$ cat src/design/kmm_pkg.sv
// Shared types and constants for the streaming k-mismatch matcher.
// No dependencies; imported by every module of the block.
`timescale 1ns / 1ps
`default_nettype none
package kmm_pkg;

    localparam int MAX_PATTERN_LEN_DEF = 16;
    localparam int BYTE_W              = 8;
    localparam int PAT_REG_W           = 64;
    localparam int PAT_BYTES_PER_REG   = PAT_REG_W / BYTE_W;
    localparam int LEN_REG_W           = 5;
    localparam int CNT_W               = 5;
    localparam int POS_W               = 32;
    localparam int CFG_IDX_W           = 3;
    localparam int CFG_DATA_W          = 64;
    localparam int S_TDATA_W           = 8;
    localparam int M_TDATA_W           = 40;

    localparam logic [CFG_IDX_W-1:0] REG_PATTERN_LOW    = 3'd0;
    localparam logic [CFG_IDX_W-1:0] REG_PATTERN_HIGH   = 3'd1;
    localparam logic [CFG_IDX_W-1:0] REG_PATTERN_LENGTH = 3'd2;
    localparam logic [CFG_IDX_W-1:0] REG_MISMATCH_LIMIT = 3'd3;
    localparam logic [CFG_IDX_W-1:0] REG_START_POSITION = 3'd4;

    localparam logic [LEN_REG_W-1:0] PATTERN_LENGTH_RST = 5'd1;

    typedef struct packed {
        logic [PAT_REG_W-1:0] pattern_low;
        logic [PAT_REG_W-1:0] pattern_high;
        logic [LEN_REG_W-1:0] pattern_length;
        logic [CNT_W-1:0]     mismatch_limit;
        logic                 restart;
        logic [POS_W-1:0]     start_position;
    } kmm_cfg_t;

    typedef struct packed {
        logic             hit;
        logic [POS_W-1:0] match_start;
        logic [CNT_W-1:0] mismatch_count;
    } kmm_result_t;

endpackage
`default_nettype wire

$ cat src/design/streaming_k_mismatch_matcher_top.sv
// Streaming k-mismatch matcher: one byte per word in, one match per word out.
// A match is registered and shows on m_tvalid in the cycle after its byte is accepted.
// Throughput: one byte per cycle; the window cells and the output register set it.
// s_tready drops only while a finished match waits in the output register.
// Reset: synchronous active-low; closes all windows, position 0, registers to defaults.
// Depends on kmm_pkg, kmm_cfg_regs and kmm_window_array.
`timescale 1ns / 1ps
`default_nettype none
module streaming_k_mismatch_matcher_top
    import kmm_pkg::*;
#(
    parameter int MAX_PATTERN_LEN = MAX_PATTERN_LEN_DEF
) (
    input  wire logic                  aclk,
    input  wire logic                  aresetn,
    input  wire logic                  s_tvalid,
    output logic                       s_tready,
    input  wire logic [S_TDATA_W-1:0]  s_tdata,   // [7:0] data_byte
    output logic                       m_tvalid,
    input  wire logic                  m_tready,
    output logic [M_TDATA_W-1:0]       m_tdata,   // [31:0] match_start, [36:32] mismatch_count
    input  wire logic                  cfg_valid,
    output logic                       cfg_ready,
    input  wire logic [CFG_IDX_W-1:0]  cfg_index,
    input  wire logic [CFG_DATA_W-1:0] cfg_data
);

    kmm_cfg_t         cfg;
    kmm_result_t      result;
    logic             accept;
    logic             m_tvalid_reg;
    logic             m_tvalid_next;
    logic [POS_W-1:0] match_start_reg;
    logic [CNT_W-1:0] mismatch_count_reg;

    assign cfg_ready = 1'b1;

    kmm_cfg_regs u_cfg_regs (
        .aclk      (aclk),
        .aresetn   (aresetn),
        .cfg_valid (cfg_valid),
        .cfg_index (cfg_index),
        .cfg_data  (cfg_data),
        .cfg       (cfg)
    );

    kmm_window_array #(
        .MAX_PATTERN_LEN (MAX_PATTERN_LEN)
    ) u_window_array (
        .aclk      (aclk),
        .aresetn   (aresetn),
        .cfg       (cfg),
        .advance   (accept),
        .data_byte (s_tdata[BYTE_W-1:0]),
        .result    (result)
    );

    // Take a new word whenever the output slot is empty or draining
    assign s_tready = !m_tvalid_reg || m_tready;
    assign accept   = s_tvalid && s_tready;

    always_comb begin
        m_tvalid_next = m_tvalid_reg;
        if (accept) begin
            m_tvalid_next = result.hit;
        end else if (m_tready) begin
            m_tvalid_next = 1'b0;
        end
    end

    always_ff @(posedge aclk) begin
        if (!aresetn) begin
            m_tvalid_reg <= 1'b0;
        end else begin
            m_tvalid_reg <= m_tvalid_next;
        end
    end

    always_ff @(posedge aclk) begin
        if (accept && result.hit) begin
            match_start_reg    <= result.match_start;
            mismatch_count_reg <= result.mismatch_count;
        end
    end

    assign m_tvalid = m_tvalid_reg;
    assign m_tdata  = {(M_TDATA_W - POS_W - CNT_W)'(0), mismatch_count_reg, match_start_reg};

endmodule
`default_nettype wire

$ cat src/design/kmm_cfg_regs.sv
// Configuration register file of the k-mismatch matcher.
// Depends on kmm_pkg; a start_position write also raises a one-cycle restart.
`timescale 1ns / 1ps
`default_nettype none
module kmm_cfg_regs
    import kmm_pkg::*;
(
    input  wire logic                  aclk,
    input  wire logic                  aresetn,
    input  wire logic                  cfg_valid,
    input  wire logic [CFG_IDX_W-1:0]  cfg_index,
    input  wire logic [CFG_DATA_W-1:0] cfg_data,
    output kmm_cfg_t                   cfg
);

    logic [PAT_REG_W-1:0] pattern_low_reg;
    logic [PAT_REG_W-1:0] pattern_high_reg;
    logic [LEN_REG_W-1:0] pattern_length_reg;
    logic [CNT_W-1:0]     mismatch_limit_reg;
    logic [POS_W-1:0]     start_position_reg;
    logic                 restart;

    always_ff @(posedge aclk) begin
        if (!aresetn) begin
            pattern_low_reg    <= '0;
            pattern_high_reg   <= '0;
            pattern_length_reg <= PATTERN_LENGTH_RST;
            mismatch_limit_reg <= '0;
            start_position_reg <= '0;
        end else if (cfg_valid) begin
            case (cfg_index)
                REG_PATTERN_LOW:    pattern_low_reg    <= cfg_data;
                REG_PATTERN_HIGH:   pattern_high_reg   <= cfg_data;
                REG_PATTERN_LENGTH: pattern_length_reg <= cfg_data[LEN_REG_W-1:0];
                REG_MISMATCH_LIMIT: mismatch_limit_reg <= cfg_data[CNT_W-1:0];
                REG_START_POSITION: start_position_reg <= cfg_data[POS_W-1:0];
                default: ;
            endcase
        end
    end

    // Restart acts in the write cycle itself, with the written value
    assign restart = cfg_valid && (cfg_index == REG_START_POSITION);

    always_comb begin
        cfg.pattern_low    = pattern_low_reg;
        cfg.pattern_high   = pattern_high_reg;
        cfg.pattern_length = pattern_length_reg;
        cfg.mismatch_limit = mismatch_limit_reg;
        cfg.restart        = restart;
        cfg.start_position = restart ? cfg_data[POS_W-1:0] : start_position_reg;
    end

endmodule
`default_nettype wire

$ cat src/design/kmm_window_array.sv
// Row of window cells: one mismatch counter per open alignment window.
// Depends on kmm_pkg; all cells update in parallel on each accepted byte.
`timescale 1ns / 1ps
`default_nettype none
module kmm_window_array
    import kmm_pkg::*;
#(
    parameter int MAX_PATTERN_LEN = MAX_PATTERN_LEN_DEF
) (
    input  wire logic              aclk,
    input  wire logic              aresetn,
    input  wire kmm_cfg_t          cfg,
    input  wire logic              advance,
    input  wire logic [BYTE_W-1:0] data_byte,
    output kmm_result_t            result
);

    localparam int LEN_W = $clog2(MAX_PATTERN_LEN + 1);
    localparam int CMP_W = (LEN_W > LEN_REG_W) ? LEN_W : LEN_REG_W;

    logic [CNT_W-1:0]           mm_reg    [MAX_PATTERN_LEN];
    logic [CNT_W-1:0]           mm_next   [MAX_PATTERN_LEN];
    logic [MAX_PATTERN_LEN-1:0] valid_reg;
    logic [MAX_PATTERN_LEN-1:0] valid_next;
    logic [POS_W-1:0]           pos_reg;
    logic [CNT_W:0]             cell_m    [MAX_PATTERN_LEN];
    logic [MAX_PATTERN_LEN-1:0] keep;
    logic [MAX_PATTERN_LEN-1:0] last_cell;
    logic [CMP_W-1:0]           len_raw;
    logic [LEN_W-1:0]           len_eff;

    // Clamp the configured length into 1..MAX_PATTERN_LEN
    always_comb begin
        len_raw = CMP_W'(cfg.pattern_length);
        if (len_raw == '0) begin
            len_eff = LEN_W'(1);
        end else if (len_raw > CMP_W'(MAX_PATTERN_LEN)) begin
            len_eff = LEN_W'(MAX_PATTERN_LEN);
        end else begin
            len_eff = len_raw[LEN_W-1:0];
        end
    end

    assign valid_next[0] = 1'b0;
    assign mm_next[0]    = '0;

    for (genvar i = 0; i < MAX_PATTERN_LEN; i++) begin : g_cell
        logic [BYTE_W-1:0] pat_byte;
        logic [CNT_W-1:0]  base;
        logic              open;

        if (i < PAT_BYTES_PER_REG) begin : g_lo
            assign pat_byte = cfg.pattern_low[BYTE_W*i +: BYTE_W];
        end else if (i < 2 * PAT_BYTES_PER_REG) begin : g_hi
            assign pat_byte = cfg.pattern_high[BYTE_W*(i-PAT_BYTES_PER_REG) +: BYTE_W];
        end else begin : g_zero
            assign pat_byte = '0;
        end

        // Cell 0 is the window opened by the current byte
        if (i == 0) begin : g_first
            assign base = '0;
            assign open = 1'b1;
        end else begin : g_rest
            assign base = mm_reg[i];
            assign open = valid_reg[i];
        end

        assign cell_m[i]    = {1'b0, base} + {{CNT_W{1'b0}}, (data_byte != pat_byte)};
        assign keep[i]      = open && (LEN_W'(i) < len_eff)
                              && (cell_m[i] <= {1'b0, cfg.mismatch_limit});
        assign last_cell[i] = (LEN_W'(i + 1) == len_eff);

        if (i + 1 < MAX_PATTERN_LEN) begin : g_shift
            assign valid_next[i+1] = keep[i] && !last_cell[i];
            assign mm_next[i+1]    = cell_m[i][CNT_W-1:0];
        end
    end

    always_ff @(posedge aclk) begin
        if (!aresetn) begin
            valid_reg <= '0;
            pos_reg   <= '0;
        end else if (cfg.restart) begin
            valid_reg <= '0;
            pos_reg   <= cfg.start_position;
        end else if (advance) begin
            valid_reg <= valid_next;
            pos_reg   <= pos_reg + POS_W'(1);
        end
    end

    always_ff @(posedge aclk) begin
        if (advance) begin
            mm_reg <= mm_next;
        end
    end

    // Only the cell at offset length-1 can finish a window
    always_comb begin
        result.hit            = 1'b0;
        result.mismatch_count = '0;
        for (int i = 0; i < MAX_PATTERN_LEN; i++) begin
            if (keep[i] && last_cell[i]) begin
                result.hit            = 1'b1;
                result.mismatch_count = cell_m[i][CNT_W-1:0];
            end
        end
        result.match_start = pos_reg - POS_W'(len_eff - LEN_W'(1));
    end

endmodule
`default_nettype wire

$ cat config.mk
export PLATFORM = sky130hd
export DESIGN_NAME = streaming_k_mismatch_matcher_top
export DESIGN_NICKNAME = d
export VERILOG_FILES = /design/src/design/kmm_pkg.sv /design/src/design/streaming_k_mismatch_matcher_top.sv /design/src/design/kmm_cfg_regs.sv /design/src/design/kmm_window_array.sv
export SDC_FILE = /design/constraint.sdc
export NUM_CORES = 1
export LEC_CHECK = 0
export BUFFER_PORTS_ARGS = -buffer_cell sky130_fd_sc_hd__buf_2
export CORE_MARGIN = 2
export CORE_UTILIZATION = 45
export CTS_CLUSTER_SIZE = 16
export DETAILED_ROUTE_END_ITERATION = 10
export GPL_ROUTABILITY_DRIVEN = 0
export PLACE_DENSITY = 0.67
export SLEW_MARGIN = 20
export SYNTH_ARGS = -nofsm -noshare
export SYNTH_HDL_FRONTEND = slang
export SYNTH_SLANG_ARGS = --single-unit
$ cat constraint.sdc
create_clock -name aclk -period 5.4 [get_ports aclk]
set_clock_uncertainty 0.05 [all_clocks]
set_input_delay 0.54 -clock aclk [delete_from_list [all_inputs] [get_ports aclk]]
set_output_delay 0.54 -clock aclk [all_outputs]
set_load 0.05 [all_outputs]
==> results of run 1 <==
cell type report:
type / instances / area, µm²
fill: 3557 / 18000
multi-input combinational: 1467 / 9863
sequential: 288 / 6788
clock buffer: 50 / 1026
timing repair buffer: 151 / 857.1
tap: 511 / 639.4
inverter: 47 / 176.4
clock inverter: 14 / 140.1
antenna: 1 / 2.502
Yosys cell counts, types with 22 or more instances:
| cell type | number |
|---|---|
| o21ai_0 | 26 |
| edfxtp_1 | 102 |
| dfxtp_1 | 186 |
| nand2_1 | 364 |
| a21oi_1 | 58 |
| xor2_1 | 164 |
| nand3_1 | 65 |
| clkbuf_1 | 67 |
| ha_1 | 135 |
| a21boi_0 | 129 |
| o211a_1 | 32 |
| nor2b_1 | 28 |
| mux2i_1 | 23 |
| o21a_1 | 22 |
| nor4_1 | 40 |
| inv_1 | 46 |
| xnor2_1 | 55 |
| nor2_1 | 69 |
| nand4_1 | 28 |
final timing paths:
kind / start / to / slack [ps] / cells after the start
worst max-delay path: u_cfg_regs.pattern_length_reg[4] / match_start_reg[31] / 870 / 14
worst max register to register: u_cfg_regs.pattern_length_reg[4] / match_start_reg[31] / 870 / 14
worst min-delay path: cfg_data[63] / u_cfg_regs.pattern_low_reg[63] / 220 / 3
worst min register to register: u_window_array.valid_reg[6] / u_window_array.valid_reg[6] / 410 / 2
stage by stage:
step                std cells  total power, mW  worst slack [ps]  hold slack (ps)
floorplan                1886            3.113             140.7            378.5
global placement         2464            3.352             466.5            391.4
detailed placement       2464            3.383             425.1            403.8
CTS                      2528            5.761             947.9            204.1
global route             2529            5.961             557.6            221.5
finish                   2529            5.734             870.5            215.1
power by group:
part	internal, mW	switching (mW)
Combinational	0.352	0.551
Clock	1.43	0.949
Sequential	2.37	0.0783
metal layers:
metal | global-route usage (%) | up-vias | wire length (µm)
met2 | 38.75 | 513 | 21640
met5 | 0 | - | 13
met4 | 8.706 | 2 | 1392
met3 | 4.239 | 101 | 3471
met1 | 32.65 | 6674 | 21070
li1 | - | 6794 | -
critical path, delay by kind of cell, from the launching register on:
kind	cells	cell delay (ps)
AND/OR/NAND/NOR	1	220
buffers and inverters	1	180
AO/OA/AOI/OAI	8	1890
flip-flops	1	800
adder cells (fa/ha/maj)	2	880
XOR/XNOR	2	240
kinds of logic (layout without fill, tap and decap cells):
kind of cell	after synthesis	in the layout	synth area share (%)
xor+xnor	219	219	11.25
other cells	2	31	0.04406
flops	288	288	39.81
buf+inv	131	262	3.039
mux	23	23	1.351
fa+ha+maj	136	136	10.03
simple gates	686	686	18.56
compound gates	373	373	15.91
==> results.json, run 1 <==
{
  "finalHoldViolCount": 0,
  "drtIter0Drc": 1145,
  "io_buffer_count": 118,
  "worst_slew_margin_rel_pct": 37.55,
  "cp-end-kind": "flop",
  "required_ps": 5620,
  "die_area_mm2": 0.03945,
  "final_cell_mix": "363 x nand2_1, 185 x dfxtp_1, 164 x xor2_1",
  "setup_tns_ps": 0,
  "maxCapViolCount": 0,
  "tightest_slew_ps": 935.7,
  "max_stage_delay_ps": 800,
  "cts_resized": 0,
  "final_core_util_pct": 52.00,
  "startpoint_type": "flop",
  "syn_area_mm2": 0.01705,
  "grtUsageTotal_pct": 24.14,
  "antenna_found_initial": 2,
  "min_path_type": "input pin to flop",
  "cp_max_fo": 15,
  "dpl_cell_area_mm2": 0.01832,
  "vdd_drop_max_uv": 216.5,
  "rows": 71,
  "synth_top_area_share_pct": 21.84,
  "synth_edf_count": 102,
  "grt_pass1_vias": 13650,
  "yosys.area.top_type": "dfxtp_1",
  "via_per_inst": 5.569,
  "drive_above_1_share_pct": 11.60,
  "fin_nets": 2206,
  "layout_commonest_cell": "nand2_1",
  "drc_errors": 0,
  "async_flop_share_pct": 0,
  "ant_nets": 0,
  "area_growth_pct": 14.35,
  "fp.coreArea_mm2": 0.03749,
  "syn-instance-count": 1858,
  "crit_type": "flop to flop",
  "vias": 14080,
  "post_cts_buffers": 0,
  "setup_viol": 0,
  "fin_crit_sh_pct": 83.88,
  "arrival_ps": 4750,
  "yosysWarnings": 0,
  "finalInstanceArea_mm2": 0.01949,
  "max_freq_mhz": 220.8,
  "io_pins": 123,
  "synthTopCellsByArea": "dfxtp_1 22%, edfxtp_1 18%, ha_1 9.9%",
  "slew_viol_final": 0,
  "grt_max_degree": 125,
  "wire_per_inst_um": 18.81,
  "firstDrtPassIters": 6,
  "clkTransAtPathRegs_ps": 60,
  "die_x_um": 198.6,
  "synth_seq_cells": 288,
  "grt_pass1_wl_um": 74350,
  "cts_max_level": 2,
  "seq_area_frac_synth_pct": 39.81,
  "largest_reg_flops": 65,
  "cts_buffers": 35,
  "cts_hold_buf": 0,
  "hpwlAfterDp_um": 34070,
  "path_cells": "nor2_1 > inv_1 > ha_1 > xnor2_1 > ha_1 > o21a_1 > o31a_1 > o41ai_1 > a21bo_2 > a21oi_1 > a221oi_4 > o21ai_1 > a21oi_2 > xor2_1",
  "status": "completed",
  "p_leak_nw": 8.236,
  "drt-total-wl_um": 47580,
  "cts_sinks": 288,
  "clk_latency_ps": 530,
  "cts-root-buf": "clkbuf_16",
  "tritoncts": "built",
  "rsz0062_at_grt": "no",
  "grt-ovfl-total": 0,
  "syn_avg_cell_area_um2": 9.175,
  "cts_buffer_depth": 3,
  "slowest_stage": "dfxtp_1",
  "ys.flop_type": "dfxtp_1",
  "start_util_pct": 45.47,
  "p_per_area_mw_per_mm2": 294.2,
  "ys_types": 83,
  "dieHeight_um": 198.6,
  "min_period_ps": 4530,
  "path_common_cell": "ha_1"
}
No activity file was read; power rests on OpenSTA's default activity.
==> inputs of run 2 (changes only) <==
Settings changed: PLACE_DENSITY 0.67 to 0.64.
Clock period 5.4 ns to 4.5 ns, I/O delays scaled along.
==> run 2 against run 1 <==
Effect of this change: critical endpoint is now match_start_reg[29]; cell count increased by 2.5%; combinational power increased by 34%; sequential cell count unchanged; final area increased by 3.2%.
==> results.json, run 2 (synthesis results as in run 1) <==
{
  "tritoncts": "built",
  "slew_viol_final": 0,
  "clkPwrFrac_pct": 40.6,
  "area_growth_pct": 18.05,
  "grt_max_degree": 118,
  "hpwlAfterDp_um": 35100,
  "cts_sinks": 288,
  "largest_reg_flops": 65,
  "grt-ovfl-total": 0,
  "fin_crit_sh_pct": 94.76,
  "final_core_util_pct": 53.68,
  "ant_nets": 0,
  "firstDrtPassIters": 5,
  "fillers": 3460,
  "max_freq_mhz": 234.5,
  "p_sw_mw": 1.917,
  "power.share.sequential_pct": 42.1,
  "tightest_slew_ps": 1107,
  "io_pins": 123,
  "final_cell_mix": "363 x nand2_1, 186 x dfxtp_1, 164 x xor2_1",
  "arrival_ps": 4460,
  "cts-root-buf": "clkbuf_16",
  "fin_nets": 2271,
  "required_ps": 4700,
  "drtIter0Drc": 940,
  "clk_latency_ps": 530,
  "start_util_pct": 45.47,
  "cts_resized": 0,
  "met1_usage_pct": 33.58,
  "cts_hold_buf": 0,
  "p_int_mw": 5.059,
  "swShare_pct": 27.48,
  "cts_buffer_depth": 3,
  "use_met3_pct": 2.577,
  "grtUsageMet2_pct": 39.54,
  "maxCapViolCount": 0,
  "die_x_um": 198.6,
  "p_per_area_mw_per_mm2": 346.7,
  "drive_above_1_share_pct": 15.19,
  "cp_max_fo": 37,
  "clkTransAtPathRegs_ps": 60,
  "setup_viol": 0,
  "cts_max_level": 2,
  "wire_per_inst_um": 18.35,
  "grt_pass1_vias": 13760,
  "rsz0062_at_grt": "no",
  "via_per_inst": 5.488,
  "die_area_mm2": 0.03945,
  "grt_pass1_wl_um": 74950,
  "ff2ff_path_depth": 17,
  "min_period_ps": 4264,
  "crit_type": "flop to flop",
  "stdcell_count": 2591,
  "drc_errors": 0,
  "rr_startpoint": "u_cfg_regs.pattern_high_reg[36]",
  "layout_commonest_cell": "nand2_1",
  "vdd_drop_max_uv": 266.8,
  "endpoint": "match_start_reg[29]",
  "status": "completed",
  "fp.coreArea_mm2": 0.03749,
  "drt-total-wl_um": 47540,
  "rrSetupSlack_ps": 240,
  "worst_slew_margin_rel_pct": 26.18,
  "cp-end-kind": "flop",
  "diodes": 0,
  "startpoint_type": "flop",
  "cts_buffers": 34,
  "dp_cells": 2530,
  "dieHeight_um": 198.6,
  "grtUsageTotal_pct": 24.15,
  "p_total_mw": 6.976,
  "min_path_type": "input pin to flop",
  "regToRegEndpoint": "match_start_reg[29]",
  "critPathLaunch": "u_cfg_regs.pattern_high_reg[36]",
  "finalHoldViolCount": 0,
  "rows": 71,
  "gr-max-usage-layer": "met2",
  "post_cts_buffers": 0,
  "io_buffer_count": 118,
  "p_leak_nw": 8.571,
  "antenna_found_initial": 0,
  "vias": 14220,
  "combPwrFrac_pct": 17.4
}
==> run 2: cell types whose count changed in the layout (fill, tap and decap cells not counted), sizes merged <==
cell      previous run  this run
clkinv               9         5
clkinvlp             0         3
buf                151       217
bufinv               2         1
diode                1         0
inv                 50        48
clkbuf              50        51
==> run 2: final cells by class <==
type                            count  area [µm²]  share of cell area (%)
Clock inverter                     10       98.84                  0.4912
Clock buffer                       51        1059                   5.260
Multi-Input combinational cell   1467        9961                   49.50
Sequential cell                   288        6787                   33.73
Timing Repair Buffer              217        1399                   6.951
Tap cell                          511       639.4                   3.177
Inverter                           47       180.2                  0.8954
==> run 2: power groups by stage <==
stage          clock [mW]  combinational, mW  sequential, mW
2_1_floorplan           0              0.762            3.01
3_3_place_gp            0               1.16            2.99
3_5_place_dp            0               1.20            2.99
4_1_cts              2.87               1.21            2.94
5_1_grt              2.97               1.34            2.95
6_report             2.83               1.21            2.94
==> run 2: layer usage <==
| metal | wire length [µm] | vias up |
|---|---|---|
| met4 | 1289 | 0 |
| met5 | 0 | - |
| li1 | - | 6920 |
| met1 | 22080 | 6859 |
| met3 | 2146 | 76 |
| met2 | 22020 | 364 |
==> run 2: how the worst min path moves through the flow <==
stage	start	end	slack [ps]	cells past startpoint
finish	cfg_data[51]	u_cfg_regs.pattern_low_reg[51]	140	3
floorplan	u_window_array.valid_reg[6]	u_window_array.valid_reg[6]	380	2
global placement	u_window_array.valid_reg[6]	u_window_array.valid_reg[6]	390	2
detailed placement	u_window_array.valid_reg[6]	u_window_array.valid_reg[6]	390	2
CTS	cfg_data[51]	u_cfg_regs.pattern_low_reg[51]	120	3
global route	cfg_data[63]	u_cfg_regs.pattern_low_reg[63]	140	3
==> run 2: critical path, cell delays in order (launching register included) <==
cell and delay, ps:
dfxtp_1 320, xor2_1 170, nor4_2 310, nand2_1 250, ha_1 280, ha_1 320, ha_1 310, nor2b_1 150
o21a_1 130, o21ai_1 70, a21oi_2 260, nor4_2 90, or2_1 240, or3_1 380, o31ai_1 210, buf_4 160
clkinvlp_4 80, buf_12 170
==> run 2: stage by stage <==
step / hold WS [ps] / setup TNS [ps] / instance area (µm²) / worst slack (ps)
after CTS: 117.5 / 0 / 20120 / 200.4
after detailed placement: 392.8 / -8118 / 18960 / -225.1
after floorplan: 378.5 / -5230 / 17440 / -141.4
after global routing: 143.4 / 0 / 20120 / 22.08
final: 136.7 / 0 / 20120 / 235.7
after global placement: 388.0 / -2225 / 18960 / -101.5
